<file path="config.mk">
export PLATFORM = sky130hd
export DESIGN_NAME = mec_ctrl
export DESIGN_NICKNAME = d
export VERILOG_FILES = /design/src/hw/rtl/mandelbrot_escape_colour_top_assert.svh /design/src/hw/rtl/mec_pkg.sv /design/src/hw/rtl/mec_ctrl.sv
export SDC_FILE = /design/constraint.sdc
export NUM_CORES = 1
export LEC_CHECK = 0
export BUFFER_PORTS_ARGS = -buffer_cell sky130_fd_sc_hd__buf_2
export CORE_AREA = 2 2 39 41
export CTS_CLUSTER_DIAMETER = 100
export CTS_CLUSTER_SIZE = 25
export DETAILED_ROUTE_END_ITERATION = 6
export DIE_AREA = 0 0 41 43
export GPL_TIMING_DRIVEN = 0
export SLEW_MARGIN = 20
export SYNTH_ARGS = -nofsm -noshare
export SYNTH_HDL_FRONTEND = slang
export SYNTH_SLANG_ARGS = --single-unit
</file>
<file path="constraint.sdc">
create_clock -name i_clk -period 1.7 [get_ports i_clk]
set_input_delay 0.255 -clock i_clk [delete_from_list [all_inputs] [get_ports i_clk]]
set_output_delay 0.255 -clock i_clk [all_outputs]
set_load 0.01 [all_outputs]
</file>
<file path="src/hw/rtl/mandelbrot_escape_colour_top_assert.svh">
// Assertion macros for the escape-time colour block.
// Taken in by the top level with `include; no other dependencies.
`ifndef MANDELBROT_ESCAPE_COLOUR_TOP_ASSERT_SVH
`define MANDELBROT_ESCAPE_COLOUR_TOP_ASSERT_SVH
`ifndef ASSERT_OFF
// same-cycle implication
`define MEC_ASSERT_IMP(lbl, clk, rst_n, ante, cons, msg) \
    lbl: assert property (@(posedge clk) disable iff (!(rst_n)) (ante) |-> (cons)) \
        else $error(msg);
// next-cycle implication
`define MEC_ASSERT_NXT(lbl, clk, rst_n, ante, cons, msg) \
    lbl: assert property (@(posedge clk) disable iff (!(rst_n)) (ante) |=> (cons)) \
        else $error(msg);
`else
`define MEC_ASSERT_IMP(lbl, clk, rst_n, ante, cons, msg)
`define MEC_ASSERT_NXT(lbl, clk, rst_n, ante, cons, msg)
`endif
`endif

</file>
<file path="src/hw/rtl/mec_pkg.sv">
// Shared constants, types and codes for the escape-time colour block.
// No dependencies; used by the interfaces, controller, datapath and top level.
`timescale 1ns / 1ps
package mec_pkg;

    // sizing
    localparam int PALETTE_DEPTH = 256;
    localparam int COORD_BITS    = 12;
    localparam int FRAC_BITS     = 28;
    localparam int Q_BITS        = 32;
    localparam int PROD_BITS     = 2 * Q_BITS;
    localparam int PAL_ADDR_BITS = $clog2(PALETTE_DEPTH);
    localparam int PAL_IDX_BITS  = 8;
    localparam int COLOUR_BITS   = 8;
    localparam int COUNT_BITS    = 16;
    localparam int ROW_W_BITS    = 13;
    localparam int PAL_LEN_BITS  = 9;
    localparam int CFG_IDX_BITS  = 3;
    localparam int CFG_DATA_BITS = 32;

    // |z|^2 >= 4.0 on the exact Q.2F sum of squares
    localparam int ESC_SHIFT = 2 + 2 * FRAC_BITS;
    localparam bit ESC_ON    = (ESC_SHIFT < PROD_BITS);
    localparam logic [PROD_BITS-1:0] ESC_LIM =
        ESC_ON ? (PROD_BITS'(1) << ESC_SHIFT) : '0;

    typedef logic signed [Q_BITS-1:0] t_q;

    // item operation codes
    localparam logic OP_PAL_WRITE = 1'b0;
    localparam logic OP_RENDER    = 1'b1;

    // register indexes
    typedef enum logic [CFG_IDX_BITS-1:0] {
        CFG_ROW_WIDTH  = 3'd0,
        CFG_MAX_ITER   = 3'd1,
        CFG_PAL_LEN    = 3'd2,
        CFG_BEGIN_REAL = 3'd3,
        CFG_BEGIN_IMAG = 3'd4,
        CFG_STEP_REAL  = 3'd5,
        CFG_STEP_IMAG  = 3'd6
    } t_cfg_idx;

    // register reset values
    localparam logic [ROW_W_BITS-1:0]   RST_ROW_WIDTH  = 13'd80;
    localparam logic [COUNT_BITS-1:0]   RST_MAX_ITER   = 16'd256;
    localparam logic [PAL_LEN_BITS-1:0] RST_PAL_LEN    = 9'd256;
    localparam t_q                      RST_BEGIN_REAL = -32'sd579820749;
    localparam t_q                      RST_BEGIN_IMAG = 32'sd402653184;
    localparam t_q                      RST_STEP_REAL  = 32'sd8947848;
    localparam t_q                      RST_STEP_IMAG  = -32'sd29826161;

    typedef struct packed {
        logic [ROW_W_BITS-1:0]   row_width;
        logic [COUNT_BITS-1:0]   max_iter;
        logic [PAL_LEN_BITS-1:0] pal_len;
        t_q                      begin_real;
        t_q                      begin_imag;
        t_q                      step_real;
        t_q                      step_imag;
    } t_cfg;

    // controller states
    typedef enum logic [2:0] {
        ST_IDLE,
        ST_COORD,
        ST_POINT,
        ST_SQUARE,
        ST_UPDATE,
        ST_READ,
        ST_DONE
    } t_state;

    // controller to datapath
    typedef struct packed {
        logic pal_write;
        logic load_item;
        logic coord_mul;
        logic point_init;
        logic sq_mul;
        logic update;
        logic cnt_clear;
        logic out_load;
    } t_dp_cmd;

    // datapath to controller
    typedef struct packed {
        logic at_limit;
        logic escaped;
        logic out_free;
    } t_dp_status;

endpackage

</file>
<file path="src/hw/rtl/mec_ctrl.sv">
// Sequencer for one pixel: point set-up, square/update rounds, table read, result.
// Depends on mec_pkg for state, command and status types.
`timescale 1ns / 1ps
module mec_ctrl import mec_pkg::*; (
    input  logic       i_clk,
    input  logic       i_rst_n,
    input  logic       i_in_valid,
    input  logic       i_in_op,
    input  t_dp_status i_status,
    output logic       o_in_ready,
    output t_dp_cmd    o_cmd
);

    t_state r_state;
    t_state n_state;

    // state register
    always_ff @(posedge i_clk) begin
        if (!i_rst_n) begin
            r_state <= ST_IDLE;
        end else begin
            r_state <= n_state;
        end
    end

    // next state
    always_comb begin
        n_state = r_state;
        case (r_state)
            ST_IDLE: begin
                if (i_in_valid && (i_in_op == OP_RENDER)) begin
                    n_state = ST_COORD;
                end
            end
            ST_COORD:  n_state = ST_POINT;
            ST_POINT:  n_state = ST_SQUARE;
            ST_SQUARE: begin
                n_state = i_status.at_limit ? ST_READ : ST_UPDATE;
            end
            ST_UPDATE: begin
                n_state = i_status.escaped ? ST_READ : ST_SQUARE;
            end
            ST_READ:   n_state = ST_DONE;
            ST_DONE: begin
                if (i_status.out_free) begin
                    n_state = ST_IDLE;
                end
            end
            default:   n_state = ST_IDLE;
        endcase
    end

    // command outputs
    always_comb begin
        o_in_ready = 1'b0;
        o_cmd      = '0;
        case (r_state)
            ST_IDLE: begin
                o_in_ready = 1'b1;
                if (i_in_valid) begin
                    if (i_in_op == OP_PAL_WRITE) begin
                        o_cmd.pal_write = 1'b1;
                    end else begin
                        o_cmd.load_item = 1'b1;
                    end
                end
            end
            ST_COORD:  o_cmd.coord_mul  = 1'b1;
            ST_POINT:  o_cmd.point_init = 1'b1;
            ST_SQUARE: begin
                if (i_status.at_limit) begin
                    o_cmd.cnt_clear = 1'b1;
                end else begin
                    o_cmd.sq_mul = 1'b1;
                end
            end
            ST_UPDATE: begin
                // escape ends the pixel with the current count
                o_cmd.update = !i_status.escaped;
            end
            ST_READ:   o_cmd = '0;
            ST_DONE:   o_cmd.out_load = i_status.out_free;
            default:   o_cmd = '0;
        endcase
    end

endmodule

</file>
==> metrics.md, run 1 <==
| Metric | Value |
|---|---|
| Min-Delay Path Class | input pin to flip-flop |
| Vias in the first global route | 225 |
| Number of top-level pins | 16 |
| DRC | 0 |
| Slowest CP cell | dfxtp_1 |
| Chip Width | 41 um |
| Req. time, crit path | 1.44 ns |
| Syn_area_per_cell | 7.14 sq um |
| Clk root buf | clkbuf_4 |
| Buffer count from post-CTS setup fixing | 0 |
| Yosys reg bits | 3 |
| Post-synthesis sequential area ratio | 0.247 |
| Mapped Cells | 34 |
| Synth cell types | 19 |
| CP endpoint kind | output pin |
| CP Max Fanout | 10 |
| Global route total overflow | 0 |
| Largest stage delay, worst path | 0.28 ns |
| Total of max-cap violations | 0 |
| Final Hold Fails | 0 |
| Kind of critical path | flip-flop to output pin |
| Die footprint | 1760 sq um |
| Resized cells post-CTS | 0 |
| Worst Tran Pin Value | 0.287 ns |
| Vias | 279 |
| Wire per inst | 8.29 um |
| Initial antenna violation count | 0 |
| Syn nets | 41 |
| Dpl hpwl | 461 um |
| Power per cell area | 780 nW/um^2 |
| RSZ-0062 raised after global routing | no |
| Clk slew on worst S/H paths | 0.04 ns |
| Die Height | 43 um |
| Yosys Warn Count | 0 |
| Nets@finish | 61 |
| Final antenna diode count | 0 |
| Global-route wire length before repair | 800 um |
| Longest Clk Path Bufs | 2 |
| Cts bufs inserted | 3 |
| Layout cells sized above 1 | 0.415 |
| Commonest non-fill, non-tap cell in the layout | buf_2 |
| Top flop regs | r_state x3 |
| Crit path launch type | flip-flop |
| FMAX | 688 MHz |
| Status | finished, final reports clean |
| Largest net degree at the start of global routing | 11 |
| Routability Congestion | 0.661 |
| Placed insts | 65 |
| Critical path, cell by cell | buf_2, nand2b_1, nor3b_1, buf_2 |
| Non-filler cells, final | 69 |
| # setup viols final | 0 |
| P_leak | 0.187 nW |
| Tcrit/Tclk final | 0.855 |
| Row count | 14 |
| Total GRT Usage | 0.0722 |
| Final min period | 1.45 ns |
| Skew final | 0.00136 ns |
| Peak supply drop | 242 uV |
| Core area | 1380 sq um |
| Vias/cell | 4.04 |
| Initial Util | 0.175 |
| Skew-Pair Late Insertion Delay | 0.23 ns |
| CP arrival | 1.20 ns |
| CTS H-tree depth | 1 |
| Area grow syn2layout | 50.0% |
| Number of DRC markers in iteration 0 | 4 |
| Max FFs per register | 3 |
| First-pass iteration count of the detailed router | 3 |
| Port Buffer Count | 15 |
| CTS tree | done |
| Final Max Slew Viols | 0 |
| Setup TNS | 0 ns |
| Reg with most FFs | r_state |
| Cts hold-fix bufs | 0 |
| Cell area after synthesis | 243 sq um |
| Most Frequent Cell on Critical Path | buf_2 |
| CTS sink cnt | 3 |
| Post-route ant nets | 0 |
| Wirelength, routed | 572 um |
| Slew margin rel. | 0.808 |
| Most frequent cells in the layout | 16 x buf_2, 5 x nor2_1, 5 x nand2_1 |
[metrics by stage]
| step | power, mW | setup slack, ns | instance area [sq um] | hold slack, ns | util |
|---|---|---|---|---|---|
| 3_3_place_gp | 0.162 | 0.491 | 338 | 0.491 | 0.244 |
| 2_1_floorplan | 0.134 | 0.494 | 243 | 0.373 | - |
| 5_1_grt | 0.308 | 0.141 | 364 | 0.276 | 0.263 |
| 4_1_cts | 0.292 | 0.229 | 364 | 0.259 | 0.263 |
| 3_5_place_dp | 0.163 | 0.479 | 338 | 0.502 | 0.244 |
| 6_report | 0.284 | 0.246 | 364 | 0.264 | 0.263 |
[path summary, 6_finish.rpt]
check / startpoint / to / slack [ns] / depth (start not counted)
hold reg to reg: r_state[0] / r_state[2] / 0.59 / 2
setup reg to reg: r_state[1] / r_state[0] / 0.67 / 4
setup / recovery: r_state[2] / o_cmd[3] / 0.25 / 4
hold / removal: i_rst_n / r_state[1] / 0.26 / 2
[worst max-delay path, delay by kind of cell (launching register included)]
family	cells	cell delay, ns
buffers and inverters	2	0.32
and+or+nand+nor	2	0.37
DFF	1	0.28
[cell families (layout without fill, tap and decap cells)]
logic type / Yosys count / count (layout) / synth area share
AOI/OAI and AO/OA: 7 / 7 / 0.175
xor gates and xnor gates: 1 / 1 / 0.0361
and+or+nand+nor: 20 / 20 / 0.459
buffers and inverters: 3 / 22 / 0.0824
DFF: 3 / 3 / 0.247
[Yosys cell counts (all sizes together)]
cell / instances / share of area
a21boi: 1 / 0.031
a21oi: 3 / 0.062
a211oi: 1 / 0.031
nor2: 5 / 0.077
nor3b: 2 / 0.082
inv: 1 / 0.015
o21ai: 1 / 0.021
and3: 2 / 0.052
nor3: 2 / 0.062
nand2b: 3 / 0.077
xor2: 1 / 0.036
and2b: 1 / 0.031
o21a: 1 / 0.031
dfxtp: 3 / 0.25
nand2: 5 / 0.077
buf: 2 / 0.067
[layout make-up]
type	instances	area, sq um
Clock buffer	4	26.3
Multi-Input combinational cell	28	163
Timing Repair Buffer	15	75.1
Sequential cell	3	60.1
Inverter	1	3.75
Fill cell	163	1020
Tap cell	16	20.0
Buffer	2	16.3
[power breakdown]
group / switching, mW / internal (mW) / leakage [nW]
registers: 0.00721 / 0.0761 / 0.0245
clock network: 0.0349 / 0.0878 / 0.0150
logic: 0.0394 / 0.0385 / 0.147
[per-layer routing]
layer / wire length (um) / vias up / track usage / part of all wire
li1: - / 151 / - / -
met1: 243 / 123 / 0.0609 / 0.42
met2: 299 / 5 / 0.109 / 0.52
met3: 30 / 0 / 0.0314 / 0.052
met4: 0 / 0 / 0.0800 / 0
met5: 0 / - / 0 / 0
Power figures use the tool's default switching activity.
==> run 2: changes to the inputs <==
--- a/config.mk
+++ b/config.mk
@@ -9,2 +9,3 @@
 export CORE_AREA = 2 2 39 41
+export CTS_BUF_LIST = sky130_fd_sc_hd__clkbuf_2
 export CTS_CLUSTER_DIAMETER = 100
--- a/constraint.sdc
+++ b/constraint.sdc
@@ -3,2 +3,2 @@
 set_output_delay 0.255 -clock i_clk [all_outputs]
-set_load 0.01 [all_outputs]
+set_load 0.02 [all_outputs]
==> metrics.md, run 2 (same netlist as run 1, synthesis figures left out) <==
| Metric | Value |
|---|---|
| Cts hold-fix bufs | 0 |
| RSZ-0062 raised after global routing | no |
| Crit path launch type | flip-flop |
| Cts bufs inserted | 3 |
| Min-Delay Path Class | input pin to flip-flop |
| Die footprint | 1760 sq um |
| FF+latch area | 60.1 sq um |
| FF-to-FF Start | r_state[1] |
| Reg2Reg Setup Slack | 0.67 ns |
| Final Util | 0.259 |
| Worst path depth | 4 |
| Final min period | 1.46 ns |
| Chip Width | 41 um |
| Layout cells sized above 1 | 0.434 |
| Number of DRC markers in iteration 0 | 7 |
| Most frequent cells in the layout | 16 x buf_2, 5 x nor2_1, 5 x nand2_1 |
| Power per cell area | 756 nW/um^2 |
| P_leak | 0.188 nW |
| CTS H-tree depth | 1 |
| Slew margin rel. | 0.807 |
| Critical path, cell by cell | buf_2, nand2b_1, nor3b_1, buf_2 |
| Skew-Pair Late Insertion Delay | 0.20 ns |
| CP endpoint kind | output pin |
| Largest stage delay, worst path | 0.28 ns |
| Clk slew on worst S/H paths | 0.04 ns |
| Wire per inst | 8.35 um |
| Status | finished, final reports clean |
| Most Frequent Cell on Critical Path | buf_2 |
| Nets@finish | 61 |
| Final Max Slew Viols | 0 |
| Initial antenna violation count | 0 |
| Initial Util | 0.175 |
| Crit path from | r_state[2] |
| Skew final | 0.00314 ns |
| Total GRT Usage | 0.0722 |
| Top flop regs | r_state x3 |
| Area grow syn2layout | 47.4% |
| Wirelength, routed | 576 um |
| Slowest CP cell | dfxtp_1 |
| Vias in the first global route | 225 |
| # fillers | 165 |
| CP arrival | 1.20 ns |
| Kind of cell adding the most delay to the critical path | simple AND/OR/NAND/NOR gates |
| Core area | 1380 sq um |
| Row count | 14 |
| CP Max Fanout | 10 |
| Routability Congestion | 0.661 |
| FMAX | 686 MHz |
| Global-route wire length before repair | 800 um |
| Clk root buf | clkbuf_2 |
| Vias/cell | 4.09 |
| Vias | 282 |
| Placed insts | 65 |
| Die Height | 43 um |
| Dpl hpwl | 461 um |
| Kind of critical path | flip-flop to output pin |
| Max FFs per register | 3 |
| DRC | 0 |
| Worst R2R Path Depth | 4 |
| Final Hold Fails | 0 |
| Largest net degree at the start of global routing | 11 |
| Footprint of the multi-input gates | 163 sq um |
| Reg with most FFs | r_state |
| Resized cells post-CTS | 0 |
| Req. time, crit path | 1.44 ns |
| Worst path bufs/invs | 2 |
| CTS sink cnt | 3 |
| Setup TNS | 0 ns |
| Worst Tran Pin Value | 0.289 ns |
| PnR Total Power | 0.270 mW |
| Peak supply drop | 205 uV |
| Tcrit/Tclk final | 0.857 |
| Final antenna diode count | 0 |
| Global route total overflow | 0 |
| Non-filler cells, final | 69 |
| # setup viols final | 0 |
| Number of top-level pins | 16 |
| First-pass iteration count of the detailed router | 4 |
| CTS tree | done |
| Reg-to-reg endpoint | r_state[0] |
| Port Buffer Count | 15 |
| Buffer count from post-CTS setup fixing | 0 |
| Commonest non-fill, non-tap cell in the layout | buf_2 |
| Post-route ant nets | 0 |
| Longest Clk Path Bufs | 2 |
| Critical Path End | o_cmd[3] |
| Total of max-cap violations | 0 |
-- run 2: cell types whose count changed in the layout (fill, tap and decap cells not counted) --
cell	delta
clkbuf_1	-1
clkbuf_2	+4
clkbuf_4	-3
-- run 2: through the flow --
step,setup slack (ns),area (sq um),hold slack (ns)
4_1_cts,0.218,358,0.283
3_3_place_gp,0.458,338,0.491
5_1_grt,0.125,358,0.293
2_1_floorplan,0.247,243,0.373
3_5_place_dp,0.445,338,0.502
6_report,0.243,358,0.287
-- run 2: worst min-delay path by stage --
stage / from / to / slack [ns] / depth (start not counted)
2_1_floorplan: i_rst_n / r_state[1] / 0.37 / 1
3_5_place_dp: i_rst_n / r_state[1] / 0.50 / 2
4_1_cts: i_rst_n / r_state[1] / 0.28 / 2
6_report: i_rst_n / r_state[1] / 0.29 / 2
3_3_place_gp: i_rst_n / r_state[1] / 0.49 / 2
5_1_grt: i_rst_n / r_state[1] / 0.29 / 2
-- run 2: where the power goes --
part           switching (mW)  internal, mW
clock                  0.0366        0.0620
sequential            0.00718        0.0760
combinational          0.0500        0.0387
total                  0.0937         0.177
-- run 2: layout make-up --
type / instances / area share
buffer: 2 / 0.0455
tap: 16 / 0.0559
multi-input combinational: 28 / 0.455
inverter: 1 / 0.0105
sequential: 3 / 0.168
clock buffer: 4 / 0.0559
timing repair buffer: 15 / 0.210
-- run 2: layer usage --
metal  global-route usage  part of all wire  vias to the layer above
met5                    0                 0                        -
met4               0.0800                 0                        0
met3               0.0314             0.052                        0
met2                0.109              0.51                        5
met1               0.0609              0.43                      125
li1                     -                 -                      152
==> run 3: changes to the inputs <==
Settings changed: CTS_CLUSTER_SIZE 25 to 28, PLACE_DENSITY from default to 0.45, TNS_END_PERCENT from default to 50.
==> metrics.md, run 3 (same netlist as run 1, synthesis figures left out) <==
| Metric | Value |
|---|---|
| CP endpoint kind | output pin |
| Number of DRC markers in iteration 0 | 1 |
| Vias/cell | 4.16 |
| Routability Congestion | 0.610 |
| CP arrival | 1.20 ns |
| Worst path bufs/invs | 2 |
| FF+latch area | 60.1 sq um |
| Total GRT Usage | 0.0782 |
| Most frequent cells in the layout | 16 x buf_2, 5 x nor2_1, 5 x nand2_1 |
| Crit path launch type | flip-flop |
| Clk root buf | clkbuf_2 |
| Slew margin rel. | 0.809 |
| Top flop regs | r_state x3 |
| Area grow syn2layout | 47.4% |
| # fillers | 158 |
| PnR worst setup slack | 0.243 ns |
| Core area | 1380 sq um |
| Final min period | 1.46 ns |
| Req. time, crit path | 1.44 ns |
| Vias | 287 |
| FMAX | 686 MHz |
| Worst Tran Pin Value | 0.287 ns |
| Total of max-cap violations | 0 |
| Largest stage delay, worst path | 0.29 ns |
| Power per cell area | 755 nW/um^2 |
| Skew final | 0.00243 ns |
| Met2 usage | 0.100 |
| Status | finished, final reports clean |
| # setup viols final | 0 |
| Number of top-level pins | 16 |
| CTS sink cnt | 3 |
| M3 GR Usage | 0.0628 |
| Met1 Use GR | 0.0994 |
| Final Hold Fails | 0 |
| Reg with most FFs | r_state |
| First-pass iteration count of the detailed router | 2 |
| Most Frequent Cell on Critical Path | buf_2 |
| CTS tree | done |
| Setup TNS | 0 ns |
| RSZ-0062 raised after global routing | no |
| Longest Clk Path Bufs | 2 |
| Clk slew on worst S/H paths | 0.04 ns |
| Cts bufs inserted | 3 |
| Chip Width | 41 um |
| Row count | 14 |
| Layout cells sized above 1 | 0.434 |
| Port Buffer Count | 15 |
| Final antenna diode count | 0 |
| Cts hold-fix bufs | 0 |
| CP Max Fanout | 10 |
| Slowest CP cell | dfxtp_1 |
| Resized cells post-CTS | 0 |
| Post-place instance area | 338 sq um |
| Vias in the first global route | 212 |
| Largest net degree at the start of global routing | 11 |
| Kind of critical path | flip-flop to output pin |
| Tcrit/Tclk final | 0.857 |
| Dpl ws | 0.442 ns |
| Wire per inst | 8.54 um |
| Die footprint | 1760 sq um |
| Nets@finish | 61 |
| DRC | 0 |
| Final Util | 0.259 |
| Critical path, cell by cell | buf_2, nand2b_1, nor3b_1, buf_2 |
| Buffer count from post-CTS setup fixing | 0 |
| Dpl hpwl | 461 um |
| Skew-Pair Late Insertion Delay | 0.20 ns |
| Commonest non-fill, non-tap cell in the layout | buf_2 |
| Post-route ant nets | 0 |
| Finished layout cell area | 358 sq um |
| Kind of cell adding the most delay to the critical path | buffers and inverters |
| Initial antenna violation count | 0 |
| Global route total overflow | 0 |
| Min-Delay Path Class | input pin to flip-flop |
| Global-route wire length before repair | 917 um |
| Peak supply drop | 254 uV |
| P_leak | 0.188 nW |
| CTS H-tree depth | 1 |
| Die Height | 43 um |
| Footprint of the multi-input gates | 163 sq um |
| Final Max Slew Viols | 0 |
| Grt peak-use layer | met2 |
| Max FFs per register | 3 |
| Wirelength, routed | 589 um |
| Initial Util | 0.175 |
## run 3: cell counts in the layout (fill, tap and decap cells not counted)
No cell type changed its count.
## run 3: area by class of cell
class                      count  area share
clock buffer                   4      0.0559
tap                           16      0.0559
buffer                         2      0.0455
sequential                     3       0.168
multi-input combinational     28       0.455
timing repair buffer          15       0.210
inverter                       1      0.0105
## run 3: metrics by stage
stage / total power, mW / hold WS (ns) / cells
after global routing: 0.289 / 0.295 / 69
after floorplan: 0.145 / 0.373 / 34
final: 0.270 / 0.292 / 69
after CTS: 0.277 / 0.281 / 69
after detailed placement: 0.175 / 0.498 / 65
after global placement: 0.174 / 0.497 / 65
## run 3: worst paths after layout
check	depth (start not counted)	to	slack [ns]	from
max	4	o_cmd[3]	0.24	r_state[2]
min	2	r_state[1]	0.29	i_rst_n
max reg2reg	4	r_state[0]	0.67	r_state[1]
min reg2reg	2	r_state[2]	0.58	r_state[0]
## run 3: power by group
group | internal (mW) | switching [mW]
logic | 0.0386 | 0.0498
clock network | 0.0621 | 0.0365
registers | 0.0760 | 0.00731
## run 3: per-layer routing
metal,vias to the layer above,part of all wire
li1,151,-
met1,130,0.49
met2,6,0.46
met3,0,0.058
met4,0,0
met5,-,0
